`config.mk`:
```
export PLATFORM = sky130hd
export DESIGN_NAME = fan_curve_hysteresis_unit
export DESIGN_NICKNAME = d
export VERILOG_FILES = /design/src/hw/rtl/fch_pkg.sv /design/src/hw/rtl/fch_ctrl.sv /design/src/hw/rtl/fch_datapath.sv /design/src/hw/rtl/fan_curve_hysteresis_unit.sv
export SDC_FILE = /design/constraint.sdc
export NUM_CORES = 2
export LEC_CHECK = 0
export BUFFER_PORTS_ARGS = -buffer_cell sky130_fd_sc_hd__buf_2
export CAP_MARGIN = 20
export CORE_MARGIN = 4
export CORE_UTILIZATION = 50
export CTS_CLUSTER_SIZE = 40
export DETAILED_ROUTE_END_ITERATION = 10
export GPL_ROUTABILITY_DRIVEN = 1
export PLACE_DENSITY = 0.69
export SLEW_MARGIN = 20
export SYNTH_ARGS = -nofsm -noshare
export SYNTH_HDL_FRONTEND = slang
export SYNTH_SLANG_ARGS = --single-unit
```
`constraint.sdc`:
```
create_clock -name i_clk -period 7.5 [get_ports i_clk]
set_input_delay 0.75 -clock i_clk [delete_from_list [all_inputs] [get_ports i_clk]]
set_output_delay 0.75 -clock i_clk [all_outputs]
set_load 0.01 [all_outputs]
```
`src/hw/rtl/fch_pkg.sv`:
```
`timescale 1ns / 1ps

package fch_pkg;

    localparam int CurvePointsDefault = 8;
    localparam int TempW   = 16;
    localparam int LevelW  = 16;
    localparam int MarginW = 15;
    localparam int IndexW  = 3;
    localparam int DivSteps = 16;
    localparam int DivCntW  = $clog2(DivSteps);

    localparam logic [MarginW-1:0] MarginReset = 15'd32;
    localparam logic [LevelW-1:0]  LevelOne    = 16'd32768;

    localparam logic ReqSample = 1'b0;
    localparam logic ReqWrite  = 1'b1;

    typedef struct packed {
        logic                     req_type;
        logic signed [TempW-1:0]  temperature;
        logic [IndexW-1:0]        point_index;
        logic signed [TempW-1:0]  point_temperature;
        logic [LevelW-1:0]        point_level;
    } t_req;

    typedef struct packed {
        logic [LevelW-1:0] fan_level;
        logic              recomputed;
    } t_res;

    typedef struct packed {
        logic signed [TempW-1:0] temp;
        logic [LevelW-1:0]       level;
    } t_point;

    typedef enum logic [2:0] {
        S_IDLE,
        S_HYST,
        S_SCAN,
        S_SEG,
        S_DINIT,
        S_DIV,
        S_FIN,
        S_OUT
    } t_state;

    typedef struct packed {
        logic load;
        logic wr;
        logic advance;
        logic take;
        logic seg;
        logic mul;
        logic dinit;
        logic dstep;
        logic lvl_rd;
        logic lvl_base;
        logic lvl_div;
    } t_dp_cmd;

    typedef struct packed {
        logic need;
        logic hit;
        logic first;
        logic last;
        logic flat;
        logic div_done;
    } t_dp_sts;

endpackage

```
`src/hw/rtl/fch_ctrl.sv`:
```
`timescale 1ns / 1ps

module fch_ctrl import fch_pkg::*; (
    input  logic    i_clk,
    input  logic    i_rst_n,
    input  logic    i_start,
    input  logic    i_req_type,
    input  t_dp_sts i_sts,
    output t_dp_cmd o_cmd,
    output logic    o_busy,
    output logic    o_strobe
);

    t_state r_state;
    t_state n_state;
    logic   w_accept;

    assign w_accept = i_start && (r_state == S_IDLE);

    always_ff @(posedge i_clk) begin
        if (!i_rst_n) begin
            r_state <= S_IDLE;
        end else begin
            r_state <= n_state;
        end
    end

    always_comb begin
        n_state = r_state;
        case (r_state)
            S_IDLE: begin
                if (w_accept && (i_req_type == ReqSample)) begin
                    n_state = S_HYST;
                end
            end
            S_HYST: begin
                n_state = i_sts.need ? S_SCAN : S_OUT;
            end
            S_SCAN: begin
                if (i_sts.hit) begin
                    n_state = i_sts.first ? S_OUT : S_SEG;
                end else if (i_sts.last) begin
                    n_state = S_OUT;
                end
            end
            S_SEG: begin
                n_state = i_sts.flat ? S_OUT : S_DINIT;
            end
            S_DINIT: begin
                n_state = S_DIV;
            end
            S_DIV: begin
                if (i_sts.div_done) begin
                    n_state = S_FIN;
                end
            end
            S_FIN: begin
                n_state = S_OUT;
            end
            S_OUT: begin
                n_state = S_IDLE;
            end
            default: begin
                n_state = S_IDLE;
            end
        endcase
    end

    always_comb begin
        o_cmd    = '0;
        o_busy   = 1'b1;
        o_strobe = 1'b0;
        case (r_state)
            S_IDLE: begin
                o_busy     = 1'b0;
                o_cmd.load = w_accept && (i_req_type == ReqSample);
                o_cmd.wr   = w_accept && (i_req_type == ReqWrite);
            end
            S_HYST: begin
                o_cmd.advance = 1'b1;
                o_cmd.take    = 1'b1;
            end
            S_SCAN: begin
                if (i_sts.hit) begin
                    o_cmd.lvl_rd = i_sts.first;
                    o_cmd.seg    = !i_sts.first;
                end else if (i_sts.last) begin
                    o_cmd.lvl_rd = 1'b1;
                end else begin
                    o_cmd.advance = 1'b1;
                end
            end
            S_SEG: begin
                o_cmd.mul      = 1'b1;
                o_cmd.lvl_base = i_sts.flat;
            end
            S_DINIT: begin
                o_cmd.dinit = 1'b1;
            end
            S_DIV: begin
                o_cmd.dstep = 1'b1;
            end
            S_FIN: begin
                o_cmd.lvl_div = 1'b1;
            end
            S_OUT: begin
                o_strobe = 1'b1;
            end
            default: begin
                o_busy = 1'b1;
            end
        endcase
    end

endmodule

```
`src/hw/rtl/fch_datapath.sv`:
```
`timescale 1ns / 1ps

module fch_datapath import fch_pkg::*; #(
    parameter int CURVE_POINTS = CurvePointsDefault
) (
    input  logic               i_clk,
    input  logic               i_rst_n,
    input  t_req               i_req,
    input  logic               i_cfg_we,
    input  logic [MarginW-1:0] i_cfg_wdata,
    input  t_dp_cmd            i_cmd,
    output t_dp_sts            o_sts,
    output t_res               o_res
);

    localparam int AW = (CURVE_POINTS > 1) ? $clog2(CURVE_POINTS) : 1;
    localparam logic [AW-1:0] LastIdx = AW'(CURVE_POINTS - 1);

    t_point r_mem [CURVE_POINTS];
    t_point r_rd;
    t_point r_lo;
    t_point w_wpoint;
    logic [AW-1:0] w_waddr;
    logic          w_in_range;

    logic [AW-1:0] r_raddr;
    logic [AW-1:0] r_cnt;

    logic [MarginW-1:0]      r_margin;
    logic signed [TempW-1:0] r_temp;
    logic signed [TempW-1:0] r_held_temp;
    logic [LevelW-1:0]       r_held_level;
    logic                    r_have;
    logic                    r_fresh;

    logic signed [TempW:0] w_diff;
    logic [TempW:0]        w_mag;

    logic signed [TempW:0] w_dt;
    logic signed [TempW:0] w_dx;
    logic signed [LevelW:0] w_dl;
    logic signed [TempW:0]  r_dt;
    logic [TempW-1:0]       r_dx;
    logic signed [LevelW:0] r_dl;
    logic [LevelW-1:0]      r_base;

    logic [LevelW:0]          w_dl_mag;
    logic [TempW+LevelW-1:0]  r_prod;
    logic [TempW+LevelW-1:0]  w_sum;
    logic [TempW-1:0]         r_rem;
    logic [LevelW-1:0]        r_quo;
    logic [DivCntW-1:0]       r_dcnt;
    logic [TempW:0]           w_trial;
    logic [TempW:0]           w_trial_sub;
    logic                     w_ge;

    // table write, level saturated to one
    assign w_waddr     = AW'(i_req.point_index);
    assign w_in_range  = (32'(i_req.point_index) < 32'(CURVE_POINTS));
    assign w_wpoint.temp  = i_req.point_temperature;
    assign w_wpoint.level = (i_req.point_level > LevelOne) ? LevelOne : i_req.point_level;

    always_ff @(posedge i_clk) begin
        if (i_cmd.wr && w_in_range) begin
            r_mem[w_waddr] <= w_wpoint;
        end
        r_rd <= r_mem[r_raddr];
    end

    always_ff @(posedge i_clk) begin
        if (i_cmd.load) begin
            r_raddr <= '0;
        end else if (i_cmd.advance) begin
            r_raddr <= (r_raddr == LastIdx) ? '0 : r_raddr + AW'(1);
            r_cnt   <= r_raddr;
            r_lo    <= r_rd;
        end
    end

    assign w_diff = {r_temp[TempW-1], r_temp} - {r_held_temp[TempW-1], r_held_temp};
    assign w_mag  = w_diff[TempW] ? 17'(-w_diff) : 17'(w_diff);

    always_ff @(posedge i_clk) begin
        if (!i_rst_n) begin
            r_margin     <= MarginReset;
            r_held_temp  <= '0;
            r_held_level <= '0;
            r_have       <= 1'b0;
            r_fresh      <= 1'b0;
        end else begin
            if (i_cfg_we) begin
                r_margin <= i_cfg_wdata;
            end
            if (i_cmd.take) begin
                r_fresh <= o_sts.need;
                if (o_sts.need) begin
                    r_held_temp <= r_temp;
                    r_have      <= 1'b1;
                end
            end
            if (i_cmd.lvl_rd) begin
                r_held_level <= r_rd.level;
            end else if (i_cmd.lvl_base) begin
                r_held_level <= r_base;
            end else if (i_cmd.lvl_div) begin
                r_held_level <= r_dl[LevelW] ? (r_base - r_quo) : (r_base + r_quo);
            end
        end
    end

    always_ff @(posedge i_clk) begin
        if (i_cmd.load) begin
            r_temp <= i_req.temperature;
        end
    end

    // segment between r_lo and r_rd
    assign w_dt = {r_rd.temp[TempW-1], r_rd.temp} - {r_lo.temp[TempW-1], r_lo.temp};
    assign w_dx = {r_temp[TempW-1], r_temp} - {r_lo.temp[TempW-1], r_lo.temp};
    assign w_dl = $signed({1'b0, r_rd.level}) - $signed({1'b0, r_lo.level});

    assign w_dl_mag = r_dl[LevelW] ? 17'(-r_dl) : 17'(r_dl);
    assign w_sum    = r_prod + (TempW+LevelW)'(r_dt[TempW-1:1]);

    assign w_trial     = {r_rem, r_quo[LevelW-1]};
    assign w_ge        = (w_trial >= {1'b0, r_dt[TempW-1:0]});
    assign w_trial_sub = w_trial - {1'b0, r_dt[TempW-1:0]};

    always_ff @(posedge i_clk) begin
        if (i_cmd.seg) begin
            r_dt   <= w_dt;
            r_dx   <= w_dx[TempW-1:0];
            r_dl   <= w_dl;
            r_base <= r_lo.level;
        end
        if (i_cmd.mul) begin
            r_prod <= w_dl_mag[LevelW-1:0] * r_dx;
        end
        if (i_cmd.dinit) begin
            r_rem  <= w_sum[TempW+LevelW-1:LevelW];
            r_quo  <= w_sum[LevelW-1:0];
            r_dcnt <= '0;
        end else if (i_cmd.dstep) begin
            r_rem  <= w_ge ? w_trial_sub[TempW-1:0] : w_trial[TempW-1:0];
            r_quo  <= {r_quo[LevelW-2:0], w_ge};
            r_dcnt <= r_dcnt + DivCntW'(1);
        end
    end

    assign o_sts.need     = !r_have || (w_mag >= 17'(r_margin));
    assign o_sts.hit      = (r_temp <= r_rd.temp);
    assign o_sts.first    = (r_cnt == '0);
    assign o_sts.last     = (r_cnt == LastIdx);
    assign o_sts.flat     = (r_dl == '0) || r_dt[TempW] || (r_dt == '0);
    assign o_sts.div_done = (r_dcnt == DivCntW'(DivSteps - 1));

    assign o_res.fan_level  = r_held_level;
    assign o_res.recomputed = r_fresh;

endmodule

```
`src/hw/rtl/fan_curve_hysteresis_unit.sv`:
```
`timescale 1ns / 1ps

// Fan curve with hysteresis: temperature (Q12.4) in, fan level (Q1.15) out.
// Request channel: a beat on i_req is taken when start is high and busy is
// low. A write beat (req_type 1) loads one curve point in that same cycle,
// leaves busy low and gives no result. A sample beat (req_type 0) gives
// exactly one result beat on o_res, marked by o_strobe for one cycle.
// A sample either returns the held level or recomputes it from the
// curve: the points are scanned in order (up to CURVE_POINTS), and a
// segment that is not flat then needs the multiply and the 16-step
// serial divider. busy stays high until the result cycle ends, so one
// sample is in flight at a time.
// Margin register: i_cfg_we / i_cfg_wdata, write only while idle.
// The receiver cannot stall; o_res is valid only in the o_strobe cycle.
// Reset clears the margin to 32 and the held level, temperature and
// history; curve points are undefined until written.
module fan_curve_hysteresis_unit import fch_pkg::*; #(
    parameter int CURVE_POINTS = CurvePointsDefault
) (
    input  logic               i_clk,
    input  logic               i_rst_n,
    input  logic               start,
    output logic               busy,
    input  t_req               i_req,
    input  logic               i_cfg_we,
    input  logic [MarginW-1:0] i_cfg_wdata,
    output logic               o_strobe,
    output t_res               o_res
);

    t_dp_cmd w_cmd;
    t_dp_sts w_sts;

    fch_ctrl u_ctrl (
        .i_clk      (i_clk),
        .i_rst_n    (i_rst_n),
        .i_start    (start),
        .i_req_type (i_req.req_type),
        .i_sts      (w_sts),
        .o_cmd      (w_cmd),
        .o_busy     (busy),
        .o_strobe   (o_strobe)
    );

    fch_datapath #(
        .CURVE_POINTS (CURVE_POINTS)
    ) u_dp (
        .i_clk       (i_clk),
        .i_rst_n     (i_rst_n),
        .i_req       (i_req),
        .i_cfg_we    (i_cfg_we),
        .i_cfg_wdata (i_cfg_wdata),
        .i_cmd       (w_cmd),
        .o_sts       (w_sts),
        .o_res       (o_res)
    );

    a_strobe_single: assert property (@(posedge i_clk) disable iff (!i_rst_n)
        o_strobe |=> !o_strobe)
        else $error("result strobe held longer than one cycle");

    a_strobe_busy: assert property (@(posedge i_clk) disable iff (!i_rst_n)
        o_strobe |-> busy)
        else $error("result strobe while idle");

    a_sample_busy: assert property (@(posedge i_clk) disable iff (!i_rst_n)
        (start && !busy && (i_req.req_type == ReqSample)) |=> (busy && !o_strobe))
        else $error("sample not taken into work");

    a_write_idle: assert property (@(posedge i_clk) disable iff (!i_rst_n)
        (start && !busy && (i_req.req_type == ReqWrite)) |=> (!busy && !o_strobe))
        else $error("write beat produced activity");

endmodule

```
==> metrics.log <==
[metrics] run status: complete, no violations
[metrics] final setup violation count: 0
[metrics] number of cells traversed by the worst register-to-register path: 24
[metrics] number of antenna violations at the first check in global routing: 7
[metrics] vias per cell: 5.66
[metrics] type of the worst min-delay path: input pin to flop
[metrics] clock transition at the register clock pins on the worst setup and hold paths after CTS: ~0.07 ns
[metrics] count of max-cap constraint violations: 0
[metrics] commonest register cell after synthesis: sky130_fd_sc_hd__edfxtp_1
[metrics] net count of the mapped netlist: 3,567
[metrics] maximum clock frequency: ~0.14 GHz
[metrics] Net count, final: 3,687
[metrics] Clk Latency, worst-skew pair: 0.61 ns
[metrics] number of CTS-inserted buffers: 52
[metrics] number of global-route vias before repair: between 20,000 and 25,000
[metrics] post-detailed-placement half-perimeter wirelength: 62.6 mm
[metrics] hold_sp: i_req[50]
[metrics] post-route setup slack: 0.247 ns
[metrics] class of the most critical setup path: flop to flop
[metrics] die footprint: 73,700 um^2
[metrics] via count: 23,400
[metrics] netlist area before placement: 34,700 um^2
[metrics] core outline area: 68,700 um^2
[metrics] warnings from Yosys: 0
[metrics] post-synthesis cell type with the largest combined area: sky130_fd_sc_hd__edfxtp_1
[metrics] commonest non-fill, non-tap cell in the layout: sky130_fd_sc_hd__edfxtp_1
[metrics] final hold slack: 0.309 ns
[metrics] floorplan die width: 272 um
[metrics] number of remaining DRC errors: 0
[metrics] area of all placed cells without fillers: 38,500 um^2
[metrics] deepest clock path buffer count: 3
[metrics] highest-count cells in the layout ignoring fill and taps: 437 x sky130_fd_sc_hd__edfxtp_1, 368 x sky130_fd_sc_hd__inv_1, 297 x sky130_fd_sc_hd__nand2_1, 247 x sky130_fd_sc_hd__ha_1, 200 x sky130_fd_sc_hd__fa_1
[metrics] clock root cell: sky130_fd_sc_hd__clkbuf_16
[metrics] effective utilization at floorplan: between 50% and 60%
[metrics] relative slew slack: 25.8%
[metrics] startpoint of the worst register-to-register path: u_dp.r_dl[2]$_DFFE_PP_
[metrics] count of TritonRoute iterations in the first routing pass: 9
[metrics] endpoint of the worst-slack reg-to-reg timing path: u_dp.r_prod[31]$_DFFE_PP_
[metrics] Yosys top cell area share: between 30% and 40%
[metrics] worst hold path depth: 1
[metrics] dominant cells by area after synthesis: sky130_fd_sc_hd__edfxtp_1 38%, sky130_fd_sc_hd__fa_1 12%, sky130_fd_sc_hd__ha_1 9.0%
[metrics] # IOs: 90
[metrics] Final Hold Violating Endpoints: 0
[metrics] clock tree from TritonCTS: done
[metrics] Total Routing Usage GR: 22.6%
[metrics] global-route wire length before repair: roughly 130 mm
[metrics] aggregate global routing overflow: 0
[metrics] Yosys reg bits: 528
[metrics] Worst EP required: 7.83 ns
[metrics] Hold Path Sink: u_dp.r_temp[15]$_DFFE_PP_
[metrics] Placement Setup Slack: 0.0201 ns
[metrics] largest net degree at the start of global routing: 67
[metrics] critical path launch point type: flop
[metrics] wire per inst: just over 20 um
[metrics] post-synth cell types: 96
[metrics] final critical path time including I/O delays and setup: 7.25 ns
[metrics] CP Max Fanout: 6
[metrics] final estimated routing congestion in global placement: around 0.92
[metrics] timing startpoint of the critical path: u_dp.r_dl[2]$_DFFE_PP_
[metrics] # H-tree levels: 2
[metrics] critical path arrival: around 7.6 ns
[metrics] post-synthesis average cell area: 11.4 um^2
[metrics] area growth from synthesis to layout: 10.9%
[metrics] Starting DRT DRC Count: 1,574
[metrics] drt total wl: 84.0 mm
[metrics] post-synthesis async set-or-reset flop share: 0%
[metrics] fraction of the yosys area taken by sequential cells: between 40% and 50%
[metrics] Final Util: between 50% and 60%
[metrics] number of instances in the synthesized netlist: 3,045
[metrics] final max-slew violation count: 0
[metrics] post-route clock skew: 0.0292 ns
[metrics] ratio of cells with drive above 1 in the final layout: around 13%
[metrics] CTS sink cnt: 528
[metrics] area after detailed placement: 36,500 um^2
[metrics] endpoint kind of the worst setup timing path: flop
[metrics] number of enable flip-flop cells after synthesis: approximately 440
[metrics] setup slack on the worst flop-to-flop path: about 0.25 ns
[metrics] slew at the pin with the worst max-slew slack: 1.11 ns
[metrics] remaining antenna violation count after routing: 0
[metrics] share of the clock period used by the worst path: 96.7%
[metrics] Die H: about 270 um
[metrics] IO Port Bufs: 89
[metrics] number of core rows: 96
==> synth_stat cells (all sizes together) (53+ instances only) <==
cell	n
nor2	159
edfxtp	437
xnor2	108
inv	370
dfxtp	91
clkbuf	72
ha	250
fa	201
and2	134
nand2	298
a21oi	90
mux4	64
o21ai	98
nor3	53
==> per-layer routing <==
layer	up-vias	track usage, %	wire length [um]
met5	-	0	21
met4	4	7.94	3030
met3	167	2.96	4720
met2	701	37.4	39900
met1	11700	31.0	36300
li1	10900	-	-
==> area by class of cell <==
class	count	area (um^2)
repair buffers	158	986
diodes	2	5.00
multi-input cells	2055	18300
fillers	5797	30200
clock inverters	30	310
inverters	370	1390
clock buffers	64	1400
well taps	931	1160
flip-flops and latches	528	14900
==> worst max-delay path by stage <==
stage                           endpoint  slack (ns)  cells past startpoint
6_report       u_dp.r_prod[31]$_DFFE_PP_        0.25                     24
5_1_grt        u_dp.r_prod[29]$_DFFE_PP_       -0.08                     24
4_1_cts        u_dp.r_prod[21]$_DFFE_PP_      -0.003                     26
3_5_place_dp   u_dp.r_prod[21]$_DFFE_PP_        0.02                     23
3_3_place_gp   u_dp.r_prod[31]$_DFFE_PP_        0.18                     23
2_1_floorplan  u_dp.r_prod[21]$_DFFE_PP_        0.24                     26
==> worst max-delay path, cell delays in order (launching register included) <==
cell                       delay [ns]
sky130_fd_sc_hd__edfxtp_1        0.41
sky130_fd_sc_hd__nor4_2          0.31
sky130_fd_sc_hd__buf_4           0.17
sky130_fd_sc_hd__nand4b_1        0.25
sky130_fd_sc_hd__o31ai_4         0.34
sky130_fd_sc_hd__xnor2_2         0.19
sky130_fd_sc_hd__buf_6           0.17
sky130_fd_sc_hd__nand2_1         0.07
sky130_fd_sc_hd__fa_1            0.49
sky130_fd_sc_hd__fa_1            0.51
sky130_fd_sc_hd__fa_1            0.52
sky130_fd_sc_hd__inv_1           0.06
sky130_fd_sc_hd__fa_1            0.55
sky130_fd_sc_hd__fa_1            0.43
sky130_fd_sc_hd__fa_1            0.45
sky130_fd_sc_hd__ha_1            0.34
sky130_fd_sc_hd__and3_4          0.21
sky130_fd_sc_hd__and2_1          0.16
sky130_fd_sc_hd__and4b_1         0.21
sky130_fd_sc_hd__o211ai_1        0.32
sky130_fd_sc_hd__nand3_1         0.22
sky130_fd_sc_hd__a31oi_4         0.26
sky130_fd_sc_hd__o211ai_1        0.10
sky130_fd_sc_hd__a21oi_1         0.17
sky130_fd_sc_hd__xnor2_1         0.09
==> sequential cells by signal (all words and copies together) (netlist names) <==
| name | count |
|---|---|
| u_ctrl.r_state | 3 |
| u_dp.r_base | 16 |
| u_dp.r_cnt | 3 |
| u_dp.r_dcnt | 4 |
| u_dp.r_dl | 17 |
| u_dp.r_dt | 17 |
| u_dp.r_dx | 16 |
| u_dp.r_fresh | 1 |
| u_dp.r_have | 1 |
| u_dp.r_held_level | 16 |
| u_dp.r_held_temp | 16 |
| u_dp.r_lo | 32 |
| u_dp.r_margin | 15 |
| u_dp.r_mem | 256 |
| u_dp.r_prod | 32 |
| u_dp.r_quo | 16 |
| u_dp.r_raddr | 3 |
| u_dp.r_rd | 32 |
| u_dp.r_rem | 16 |
| u_dp.r_temp | 16 |
==> per-stage QoR <==
step / std cells / TNS [ns]
CTS: 4124 / -0.00265
detailed placement: 4030 / 0
global route: 4136 / -0.320
floorplan: 3045 / 0
finish: 4138 / 0
global placement: 4030 / 0
==> logic make-up after synthesis <==
family          after synthesis  share of synthesized area (%)
mux                         156                           6.95
buf+inv                     462                           5.09
simple gates                877                           12.4
xor+xnor                    150                           3.78
flops                       528                           43.0
fa+ha+maj                   451                           20.6
compound gates              421                           8.16
==> what timing repair did <==
item | CTS | global route
setup buffers | 0 | 11
endpoints found under the setup margin | 1 | 12
resized for setup | 1 | 47
hold buffers | 0 | 0
pin swaps | 0 | 31
gates cloned | 0 | 1
Power is left out: the tool's default activity adds up to more than one toggle a clock period on the data nets, which glitch-free logic cannot reach.
